## src/design/kst_pkg.sv

```systemverilog
// ----------------------------------------------------------------------------
// kst_pkg - shared types and constants for the keyed slot count table
// Operation codes, field widths and the command/status bundles that pass
// between the controller and the datapath.
// ----------------------------------------------------------------------------
package kst_pkg;

  localparam int unsigned CmdW   = 2;
  localparam int unsigned KeyW   = 8;
  localparam int unsigned CountW = 32;

  typedef enum logic [CmdW-1:0] {
    OP_ADD    = 2'd0,
    OP_REMOVE = 2'd1,
    OP_QUERY  = 2'd2,
    OP_CLEAR  = 2'd3
  } kst_op_e;

  // controller to datapath
  typedef struct packed {
    logic load;    // capture input word, restart scan
    logic scan;    // issue one slot read
    logic commit;  // update table, load result register
  } kst_ctl_t;

  // datapath to controller
  typedef struct packed {
    logic scan_last;  // read of the last slot is being issued
    logic is_clear;   // offered word is a clear-all
  } kst_sts_t;

endpackage

```

## src/design/kst_ram.sv

```systemverilog
// ----------------------------------------------------------------------------
// kst_ram - generic single write port, single read port RAM
// One write and one read per cycle, read data registered.
// ----------------------------------------------------------------------------
module kst_ram #(
  parameter int unsigned Width = 40,
  parameter int unsigned Depth = 16
) (
  input  logic                                   clk_i,
  input  logic                                   we_i,
  input  logic [(Depth > 1 ? $clog2(Depth) : 1)-1:0] waddr_i,
  input  logic [Width-1:0]                       wdata_i,
  input  logic [(Depth > 1 ? $clog2(Depth) : 1)-1:0] raddr_i,
  output logic [Width-1:0]                       rdata_o
);

  logic [Width-1:0] mem_q [Depth];
  logic [Width-1:0] rdata_q;

  // write port
  always_ff @(posedge clk_i) begin
    if (we_i) begin
      mem_q[waddr_i] <= wdata_i;
    end
  end

  // registered read port
  always_ff @(posedge clk_i) begin
    rdata_q <= mem_q[raddr_i];
  end

  assign rdata_o = rdata_q;

endmodule

```

## src/design/kst_ctrl.sv

```systemverilog
// ----------------------------------------------------------------------------
// kst_ctrl - sequencer for the keyed slot count table
// Takes an input word, walks the slot scan (a clear skips it), then commits
// once the result register is free and holds the result valid until taken.
// ----------------------------------------------------------------------------
module kst_ctrl (
  input  logic              clk_i,
  input  logic              rst_ni,
  input  logic              in_valid_i,
  output logic              in_ready_o,
  output logic              out_valid_o,
  input  logic              out_ready_i,
  input  kst_pkg::kst_sts_t sts_i,
  output kst_pkg::kst_ctl_t ctl_o
);
  import kst_pkg::*;

  typedef enum logic [1:0] {
    ST_IDLE,
    ST_SCAN,
    ST_DRAIN,
    ST_WRITE
  } state_e;

  state_e state_q, state_d;
  logic   out_valid_q, out_valid_d;

  // command decode
  always_comb begin
    ctl_o.load   = (state_q == ST_IDLE) && in_valid_i;
    ctl_o.scan   = (state_q == ST_SCAN);
    ctl_o.commit = (state_q == ST_WRITE) && (!out_valid_q || out_ready_i);
  end

  // next state and result valid flag
  always_comb begin
    state_d     = state_q;
    out_valid_d = out_valid_q;
    if (out_ready_i) begin
      out_valid_d = 1'b0;
    end
    unique case (state_q)
      ST_IDLE: begin
        if (in_valid_i) begin
          state_d = sts_i.is_clear ? ST_WRITE : ST_SCAN;
        end
      end
      ST_SCAN: begin
        if (sts_i.scan_last) begin
          state_d = ST_DRAIN;
        end
      end
      ST_DRAIN: begin
        state_d = ST_WRITE;
      end
      ST_WRITE: begin
        if (ctl_o.commit) begin
          state_d     = ST_IDLE;
          out_valid_d = 1'b1;
        end
      end
      default: state_d = ST_IDLE;
    endcase
  end

  always_ff @(posedge clk_i or negedge rst_ni) begin
    if (!rst_ni) begin
      state_q     <= ST_IDLE;
      out_valid_q <= 1'b0;
    end else begin
      state_q     <= state_d;
      out_valid_q <= out_valid_d;
    end
  end

  assign in_ready_o  = (state_q == ST_IDLE);
  assign out_valid_o = out_valid_q;

  // a commit always leaves a result waiting
  assert property (@(posedge clk_i) disable iff (!rst_ni)
    ctl_o.commit |=> out_valid_o)
    else $error("result not presented after commit");

  // a result is never overwritten before it is taken
  assert property (@(posedge clk_i) disable iff (!rst_ni)
    ctl_o.commit |-> (!out_valid_q || out_ready_i))
    else $error("commit while result register is occupied");

  // no new word is taken while one is in flight
  assert property (@(posedge clk_i) disable iff (!rst_ni)
    ctl_o.load |=> !in_ready_o)
    else $error("input accepted again before the scan");

endmodule

```

## src/design/kst_dp.sv

```systemverilog
// ----------------------------------------------------------------------------
// kst_dp - datapath for the keyed slot count table
// Slot store in RAM with per-slot occupancy flags, one-slot-per-cycle scan
// for the key match and the lowest empty slot, update arithmetic and the
// result register.
// ----------------------------------------------------------------------------
module kst_dp #(
  parameter int unsigned SLOTS = 16
) (
  input  logic                           clk_i,
  input  logic                           rst_ni,
  input  logic [kst_pkg::CmdW-1:0]       cmd_i,
  input  logic [kst_pkg::KeyW-1:0]       item_key_i,
  input  logic [kst_pkg::CountW-1:0]     amount_i,
  input  kst_pkg::kst_ctl_t              ctl_i,
  output kst_pkg::kst_sts_t              sts_o,
  output logic                           ok_o,
  output logic [kst_pkg::CountW-1:0]     stored_count_o,
  output logic                           full_res_o
);
  import kst_pkg::*;

  localparam int unsigned AddrW = (SLOTS > 1) ? $clog2(SLOTS) : 1;
  localparam int unsigned OccW  = $clog2(SLOTS + 1);
  localparam int unsigned WordW = KeyW + CountW;

  // captured input word
  kst_op_e             op_q;
  logic [KeyW-1:0]     key_q;
  logic [CountW-1:0]   amt_q;

  // scan state
  logic [AddrW-1:0]    addr_q;
  logic                cmp_v_q;
  logic [AddrW-1:0]    cmp_idx_q;
  logic                hit_q;
  logic [AddrW-1:0]    hit_idx_q;
  logic [CountW-1:0]   hit_cnt_q;
  logic                free_q;
  logic [AddrW-1:0]    free_idx_q;

  // table occupancy
  logic [SLOTS-1:0]    valid_q;
  logic [OccW-1:0]     occ_q, occ_d;

  // result register
  logic                ok_q;
  logic [CountW-1:0]   cnt_q;
  logic                full_q;

  // store
  logic                we;
  logic [AddrW-1:0]    waddr;
  logic [WordW-1:0]    wdata;
  logic [WordW-1:0]    rdata;
  logic [KeyW-1:0]     rd_key;
  logic [CountW-1:0]   rd_cnt;

  // commit logic
  logic                set_v, clr_v, clr_all;
  logic [AddrW-1:0]    v_idx;
  logic                res_ok;
  logic [CountW-1:0]   res_cnt;
  logic [CountW:0]     sum_w;
  logic [CountW-1:0]   sum_sat;
  logic [CountW-1:0]   diff;
  logic                ge;
  logic [CountW-1:0]   cur_cnt;

  kst_ram #(
    .Width (WordW),
    .Depth (SLOTS)
  ) u_ram (
    .clk_i   (clk_i),
    .we_i    (we),
    .waddr_i (waddr),
    .wdata_i (wdata),
    .raddr_i (addr_q),
    .rdata_o (rdata)
  );

  assign rd_key = rdata[WordW-1 -: KeyW];
  assign rd_cnt = rdata[CountW-1:0];

  // status to the controller
  always_comb begin
    sts_o.scan_last = (addr_q == AddrW'(SLOTS - 1));
    sts_o.is_clear  = (kst_op_e'(cmd_i) == OP_CLEAR);
  end

  // input word capture
  always_ff @(posedge clk_i) begin
    if (ctl_i.load) begin
      op_q  <= kst_op_e'(cmd_i);
      key_q <= item_key_i;
      amt_q <= amount_i;
    end
  end

  // scan address and compare pipeline
  always_ff @(posedge clk_i or negedge rst_ni) begin
    if (!rst_ni) begin
      addr_q  <= '0;
      cmp_v_q <= 1'b0;
      hit_q   <= 1'b0;
      free_q  <= 1'b0;
    end else begin
      cmp_v_q <= ctl_i.scan;
      if (ctl_i.load) begin
        addr_q <= '0;
        hit_q  <= 1'b0;
        free_q <= 1'b0;
      end else begin
        if (ctl_i.scan && !sts_o.scan_last) begin
          addr_q <= addr_q + AddrW'(1);
        end
        if (cmp_v_q && valid_q[cmp_idx_q] && (rd_key == key_q) && !hit_q) begin
          hit_q <= 1'b1;
        end
        if (cmp_v_q && !valid_q[cmp_idx_q] && !free_q) begin
          free_q <= 1'b1;
        end
      end
    end
  end

  // slot indices and matched count from the compare stage
  always_ff @(posedge clk_i) begin
    cmp_idx_q <= addr_q;
    if (cmp_v_q && valid_q[cmp_idx_q] && (rd_key == key_q) && !hit_q) begin
      hit_idx_q <= cmp_idx_q;
      hit_cnt_q <= rd_cnt;
    end
    if (cmp_v_q && !valid_q[cmp_idx_q] && !free_q) begin
      free_idx_q <= cmp_idx_q;
    end
  end

  // saturating add, subtract and compare against the matched count
  assign sum_w   = {1'b0, hit_cnt_q} + {1'b0, amt_q};
  assign sum_sat = sum_w[CountW] ? {CountW{1'b1}} : sum_w[CountW-1:0];
  assign diff    = hit_cnt_q - amt_q;
  assign ge      = (hit_cnt_q >= amt_q);
  assign cur_cnt = hit_q ? hit_cnt_q : '0;

  // update decision
  always_comb begin
    we      = 1'b0;
    waddr   = hit_idx_q;
    wdata   = {key_q, sum_sat};
    set_v   = 1'b0;
    clr_v   = 1'b0;
    clr_all = 1'b0;
    v_idx   = hit_idx_q;
    occ_d   = occ_q;
    res_ok  = 1'b0;
    res_cnt = cur_cnt;
    unique case (op_q)
      OP_ADD: begin
        if ((key_q != '0) && (amt_q != '0)) begin
          if (hit_q) begin
            we      = 1'b1;
            res_ok  = 1'b1;
            res_cnt = sum_sat;
          end else if (free_q) begin
            we      = 1'b1;
            waddr   = free_idx_q;
            wdata   = {key_q, amt_q};
            set_v   = 1'b1;
            v_idx   = free_idx_q;
            occ_d   = occ_q + OccW'(1);
            res_ok  = 1'b1;
            res_cnt = amt_q;
          end
        end
      end
      OP_REMOVE: begin
        if (hit_q && ge) begin
          we      = 1'b1;
          wdata   = {key_q, diff};
          res_ok  = 1'b1;
          res_cnt = diff;
          if (diff == '0) begin
            clr_v = 1'b1;
            occ_d = occ_q - OccW'(1);
          end
        end
      end
      OP_QUERY: begin
        res_ok = hit_q ? ge : (amt_q == '0);
      end
      OP_CLEAR: begin
        clr_all = 1'b1;
        occ_d   = '0;
        res_ok  = 1'b1;
        res_cnt = '0;
      end
      default: res_ok = 1'b0;
    endcase
    if (!ctl_i.commit) begin
      we      = 1'b0;
      set_v   = 1'b0;
      clr_v   = 1'b0;
      clr_all = 1'b0;
      occ_d   = occ_q;
    end
  end

  // occupancy flags and count
  always_ff @(posedge clk_i or negedge rst_ni) begin
    if (!rst_ni) begin
      valid_q <= '0;
      occ_q   <= '0;
    end else begin
      occ_q <= occ_d;
      if (clr_all) begin
        valid_q <= '0;
      end else if (set_v) begin
        valid_q[v_idx] <= 1'b1;
      end else if (clr_v) begin
        valid_q[v_idx] <= 1'b0;
      end
    end
  end

  // result register
  always_ff @(posedge clk_i) begin
    if (ctl_i.commit) begin
      ok_q   <= res_ok;
      cnt_q  <= res_cnt;
      full_q <= (occ_d == OccW'(SLOTS));
    end
  end

  assign ok_o           = ok_q;
  assign stored_count_o = cnt_q;
  assign full_res_o     = full_q;

  // occupancy count tracks the flags
  assert property (@(posedge clk_i) disable iff (!rst_ni)
    occ_q == OccW'($countones(valid_q)))
    else $error("occupancy count out of step with slot flags");

  // count never goes past the table size
  assert property (@(posedge clk_i) disable iff (!rst_ni)
    occ_q <= OccW'(SLOTS))
    else $error("occupancy count overflow");

  // an occupied slot found by the scan holds a nonzero count
  assert property (@(posedge clk_i) disable iff (!rst_ni)
    $rose(hit_q) |-> (hit_cnt_q != '0))
    else $error("matched slot holds a zero count");

endmodule

```

## src/design/keyed_slot_count_table.sv

```systemverilog
// ----------------------------------------------------------------------------
// keyed_slot_count_table - table of keyed counters
// Each slot holds a key and a saturating count; add, remove, query and clear.
// ----------------------------------------------------------------------------
// Usage:
//   Input channel (in_valid_i/in_ready_o) carries one word: cmd_i, item_key_i,
//   amount_i. Output channel (out_valid_o/out_ready_i) returns one word per
//   input word: ok_o, stored_count_o, full_res_o.
//   Add, remove and query read every slot from the slot RAM, one slot per
//   cycle through its single read port, then update. Clear skips the scan.
//   One word is in work at a time; in_ready_o is high while the block is
//   idle, also while a finished result still waits in the output register,
//   so the next word's scan overlaps the wait. If the receiver stalls, the
//   next result waits in the write state until the output register is
//   taken; nothing is dropped. Reset empties every slot at once through the
//   per-slot occupancy flags; no clearing pass is needed and the block is
//   ready right after reset.
// ----------------------------------------------------------------------------
module keyed_slot_count_table #(
  parameter int unsigned SLOTS = 16
) (
  input  logic                       clk_i,
  input  logic                       rst_ni,
  input  logic                       in_valid_i,
  output logic                       in_ready_o,
  input  logic [kst_pkg::CmdW-1:0]   cmd_i,
  input  logic [kst_pkg::KeyW-1:0]   item_key_i,
  input  logic [kst_pkg::CountW-1:0] amount_i,
  output logic                       out_valid_o,
  input  logic                       out_ready_i,
  output logic                       ok_o,
  output logic [kst_pkg::CountW-1:0] stored_count_o,
  output logic                       full_res_o
);
  import kst_pkg::*;

  kst_ctl_t ctl;
  kst_sts_t sts;

  // sequencer
  kst_ctrl u_ctrl (
    .clk_i       (clk_i),
    .rst_ni      (rst_ni),
    .in_valid_i  (in_valid_i),
    .in_ready_o  (in_ready_o),
    .out_valid_o (out_valid_o),
    .out_ready_i (out_ready_i),
    .sts_i       (sts),
    .ctl_o       (ctl)
  );

  // slot store and arithmetic
  kst_dp #(
    .SLOTS (SLOTS)
  ) u_dp (
    .clk_i          (clk_i),
    .rst_ni         (rst_ni),
    .cmd_i          (cmd_i),
    .item_key_i     (item_key_i),
    .amount_i       (amount_i),
    .ctl_i          (ctl),
    .sts_o          (sts),
    .ok_o           (ok_o),
    .stored_count_o (stored_count_o),
    .full_res_o     (full_res_o)
  );

endmodule
```

## config.mk

```make
export PLATFORM = sky130hd
export DESIGN_NAME = keyed_slot_count_table
export DESIGN_NICKNAME = d
export VERILOG_FILES = /design/src/design/kst_pkg.sv /design/src/design/kst_ram.sv /design/src/design/kst_ctrl.sv /design/src/design/kst_dp.sv /design/src/design/keyed_slot_count_table.sv
export SDC_FILE = /design/constraint.sdc
export NUM_CORES = 1
export LEC_CHECK = 0
export BUFFER_PORTS_ARGS = -buffer_cell sky130_fd_sc_hd__buf_2
export CORE_MARGIN = 2
export CORE_UTILIZATION = 55
export CTS_CLUSTER_SIZE = 12
export DETAILED_ROUTE_END_ITERATION = 10
export PLACE_DENSITY = 0.69
export SYNTH_ARGS = -nofsm -noshare
export SYNTH_HDL_FRONTEND = slang
export SYNTH_SLANG_ARGS = --single-unit
```

## constraint.sdc

```tcl
create_clock -name clk_i -period 9.63 [get_ports clk_i]
set_clock_uncertainty 0.1 [all_clocks]
set_input_delay 2.4075 -clock clk_i [delete_from_list [all_inputs] [get_ports clk_i]]
set_output_delay 2.4075 -clock clk_i [all_outputs]
set_load 0.01 [all_outputs]
```

==> flow_summary.ini <==
[sta]
tightest_slew_ns = 1.35
grt_setup_unrepaired = false
fmax_mhz = 162
tns_ns = 0
slew_violations = 0
finalSetupViolCount = 0
hold_viol = 0
fin_crit_sh_pct = 64.3
period_needed_ns = 6.19
slew_headroom_pct = 9.83

[clocking]
root_buffer = clkbuf_16
cts.path.max_buffers = 3
clk_pin_slew_ns = 0.07
cts_hold_buf = 0
ctsResizeCount = 0
worstSkewPairLatency_ns = 0.65
cts_buffers = 87
cts.sinks = 831
post_cts_buffers = 0
htree_levels = 3
cts_tree = built

[floorplanning]
die_width_um = 260
row_count = 93
initial_core_util_pct = 55.7
pin_count = 82
coreArea_mm2 = 0.0647
die_area_mm2 = 0.0676
die_h_um = 260

[global_route]
grtUsageTotal_pct = 28.6
grt_pass1_wl_um = 140000
grt_max_degree = 77
grt_antenna_before_repair = 0
grt_pass1_vias = 21225
grt_overflow_total = 0

[logic_synthesis]
avgSynthCellArea_um2 = 16.4
synth.top_cells.by_area = edfxtp_1 63%, mux4_2 13%, ha_1 2.5%
ys_seq_area_share_pct = 67.5
syn_area_mm2 = 0.0361
yosys_warnings = 0
synth-seq-cells = 831
yosys.area.top_type = edfxtp_1
synth_flop_cell = edfxtp_1
synth_edf_count = 756
syn_inst = 2193
yosys-top-cells-count = 756 x edfxtp_1, 205 x mux4_2, 132 x nand2_1
ys_types = 84
async_flop_share_pct = 3.73
syn_nets = 2313
yosysMostFrequentCell = edfxtp_1
synth_top_area_share_pct = 62.9

[detailed_routing]
viasPerCell = 6.63
drt-initial-drc-count = 2802
drc = 8
routedWlPerCell_um = 29.6
first_pass_iters = 11
vias = 21307
drt_wl_total_um = 95300
drtAntennaViolNets = 0

[power_and_ir_drop]
leakagePower_nw = 13.4
pwr_density_cell_mw_per_mm2 = 262
p_total_mw = 10.6
vdd_drop_max_mv = 0.168

[critical_path]
path_max_fanout = 36
critPathRequiredTime_ns = 9.77
critical_path_arrival_ns = 6.33
r2r-end = u_dp.u_ram.mem_q[12][30]$_DFFE_PP_
start_kind = flop
reg2reg_depth = 14
end_kind = flop
r2r_slack_ns = 3.44
crit_type = reg -> reg
r2r-start = u_dp.amt_q[8]$_DFFE_PP_

[finish]
area_growth_pct = 11.7
final_area_mm2 = 0.0403
n_antenna_cell = 0
final_nets = 2413
drive_gt1_share_pct = 21.1
finalNonFillerCells = 3215

[placed_design]
placedCellCount = 3058
gp_congestion = 0.962
dp_hpwl_um = 54500
portBuffers = 81
placed_cell_area_mm2 = 0.0376

[hold_path]
holdPathStages = 0
hold_class = reg -> reg
holdPathEnd = u_dp.hit_cnt_q[30]$_DFFE_PP_
hold_path.startpoint = u_dp.u_ram.rdata_o[30]$_DFF_P_

[status]
violations = DRC
outcome = finished with violations

[flow_run]
max-cap-violations = 0
how the worst max path moves through the flow:
stage	slack, ns	to	cells past startpoint	from
floorplan	4.07	u_dp.u_ram.mem_q[4][0]$_DFFE_PP_	7	out_ready_i
global route	3.20	u_dp.u_ram.mem_q[12][30]$_DFFE_PP_	14	u_dp.amt_q[8]$_DFFE_PP_
global placement	3.86	u_dp.u_ram.mem_q[12][30]$_DFFE_PP_	14	u_dp.amt_q[7]$_DFFE_PP_
finish	3.44	u_dp.u_ram.mem_q[12][30]$_DFFE_PP_	14	u_dp.amt_q[8]$_DFFE_PP_
CTS	3.69	u_dp.u_ram.mem_q[12][30]$_DFFE_PP_	14	u_dp.amt_q[8]$_DFFE_PP_
detailed placement	3.69	u_dp.u_ram.mem_q[4][30]$_DFFE_PP_	14	u_dp.amt_q[7]$_DFFE_PP_
critical path: stages (launching register included):
cell and delay, ns:
edfxtp_1 0.47, inv_1 0.07, ha_1 0.40, a21oi_1 0.32
o21ai_1 0.19, a211oi_2 0.51, a21oi_1 0.17, o21ai_0 0.18
nand2_1 0.14, a31oi_2 0.15, buf_4 0.41, inv_1 0.44
nand2_1 0.75, nand2_1 0.37, o221ai_1 1.07
metal layers:
layer | vias to the layer above | GRT usage [%] | part of all wire, %
met5 | - | 0 | 0
met2 | 1174 | 44.2 | 47
met3 | 195 | 5.62 | 10
li1 | 9025 | - | -
met1 | 10913 | 41.7 | 40
met4 | 0 | 8.63 | 3.0
cells by family after synthesis:
group | count (synthesis) | share of synthesized area, %
AO/OA/AOI/OAI | 399 | 7.64
XOR/XNOR | 51 | 1.24
adder cells (fa/ha/maj) | 74 | 2.61
buffers and inverters | 198 | 2.11
flip-flops | 831 | 67.5
multiplexers | 214 | 13.1
AND/OR/NAND/NOR | 426 | 5.82
area by class of cell:
cell class / instances / area (um^2)
flip-flops and latches: 831 / 24400
multi-input cells: 1164 / 11100
inverters: 82 / 308
clock buffers: 135 / 2460
well taps: 855 / 1070
repair buffers: 127 / 769
clock inverters: 21 / 205
fillers: 4663 / 24400
registers in the layout (all words and copies together), names as in the netlist, 2 cells and up:
name / count
u_dp.u_ram.mem_q: 640
u_dp.u_ram.rdata_o: 40
u_dp.amt_q: 32
u_dp.hit_cnt_q: 32
u_dp.stored_count_o: 32
u_dp.valid_q: 16
u_dp.key_q: 8
u_dp.occ_q: 5
u_dp.addr_q: 4
u_dp.cmp_idx_q: 4
u_dp.free_idx_q: 4
u_dp.hit_idx_q: 4
u_ctrl.state_q: 2
u_dp.op_q: 2
metrics by stage:
stage	hold slack [ns]	util, %	worst slack [ns]
finish	0.305	62.3	3.44
global route	0.306	62.3	3.20
CTS	0.304	62.2	3.69
detailed placement	0.291	58.1	3.69
global placement	0.287	58.1	3.86
floorplan	0.245	-	4.07
cell usage in the layout, fill, tap and decap left out, drive strengths merged, types with 37 or more instances in the layout:
cell    netlist  layout
nor2         98      98
clkbuf       93     136
xnor2        44      44
buf          23     126
inv          79      81
edfxtp      756     756
nand2       132     132
a21oi        94      94
mux4        205     205
ha           72      72
o21ai        72      72
dfxtp        44      44
nand3        37      37
power breakdown:
| part | internal, mW | switching [mW] | total [mW] | leakage (nW) |
|---|---|---|---|---|
| clock network | 1.79 | 1.36 | 3.15 | 1.28 |
| registers | 4.54 | 0.302 | 4.84 | 7.57 |
| logic | 1.13 | 1.44 | 2.57 | 4.53 |
No activity file was read; power rests on OpenSTA's default activity.
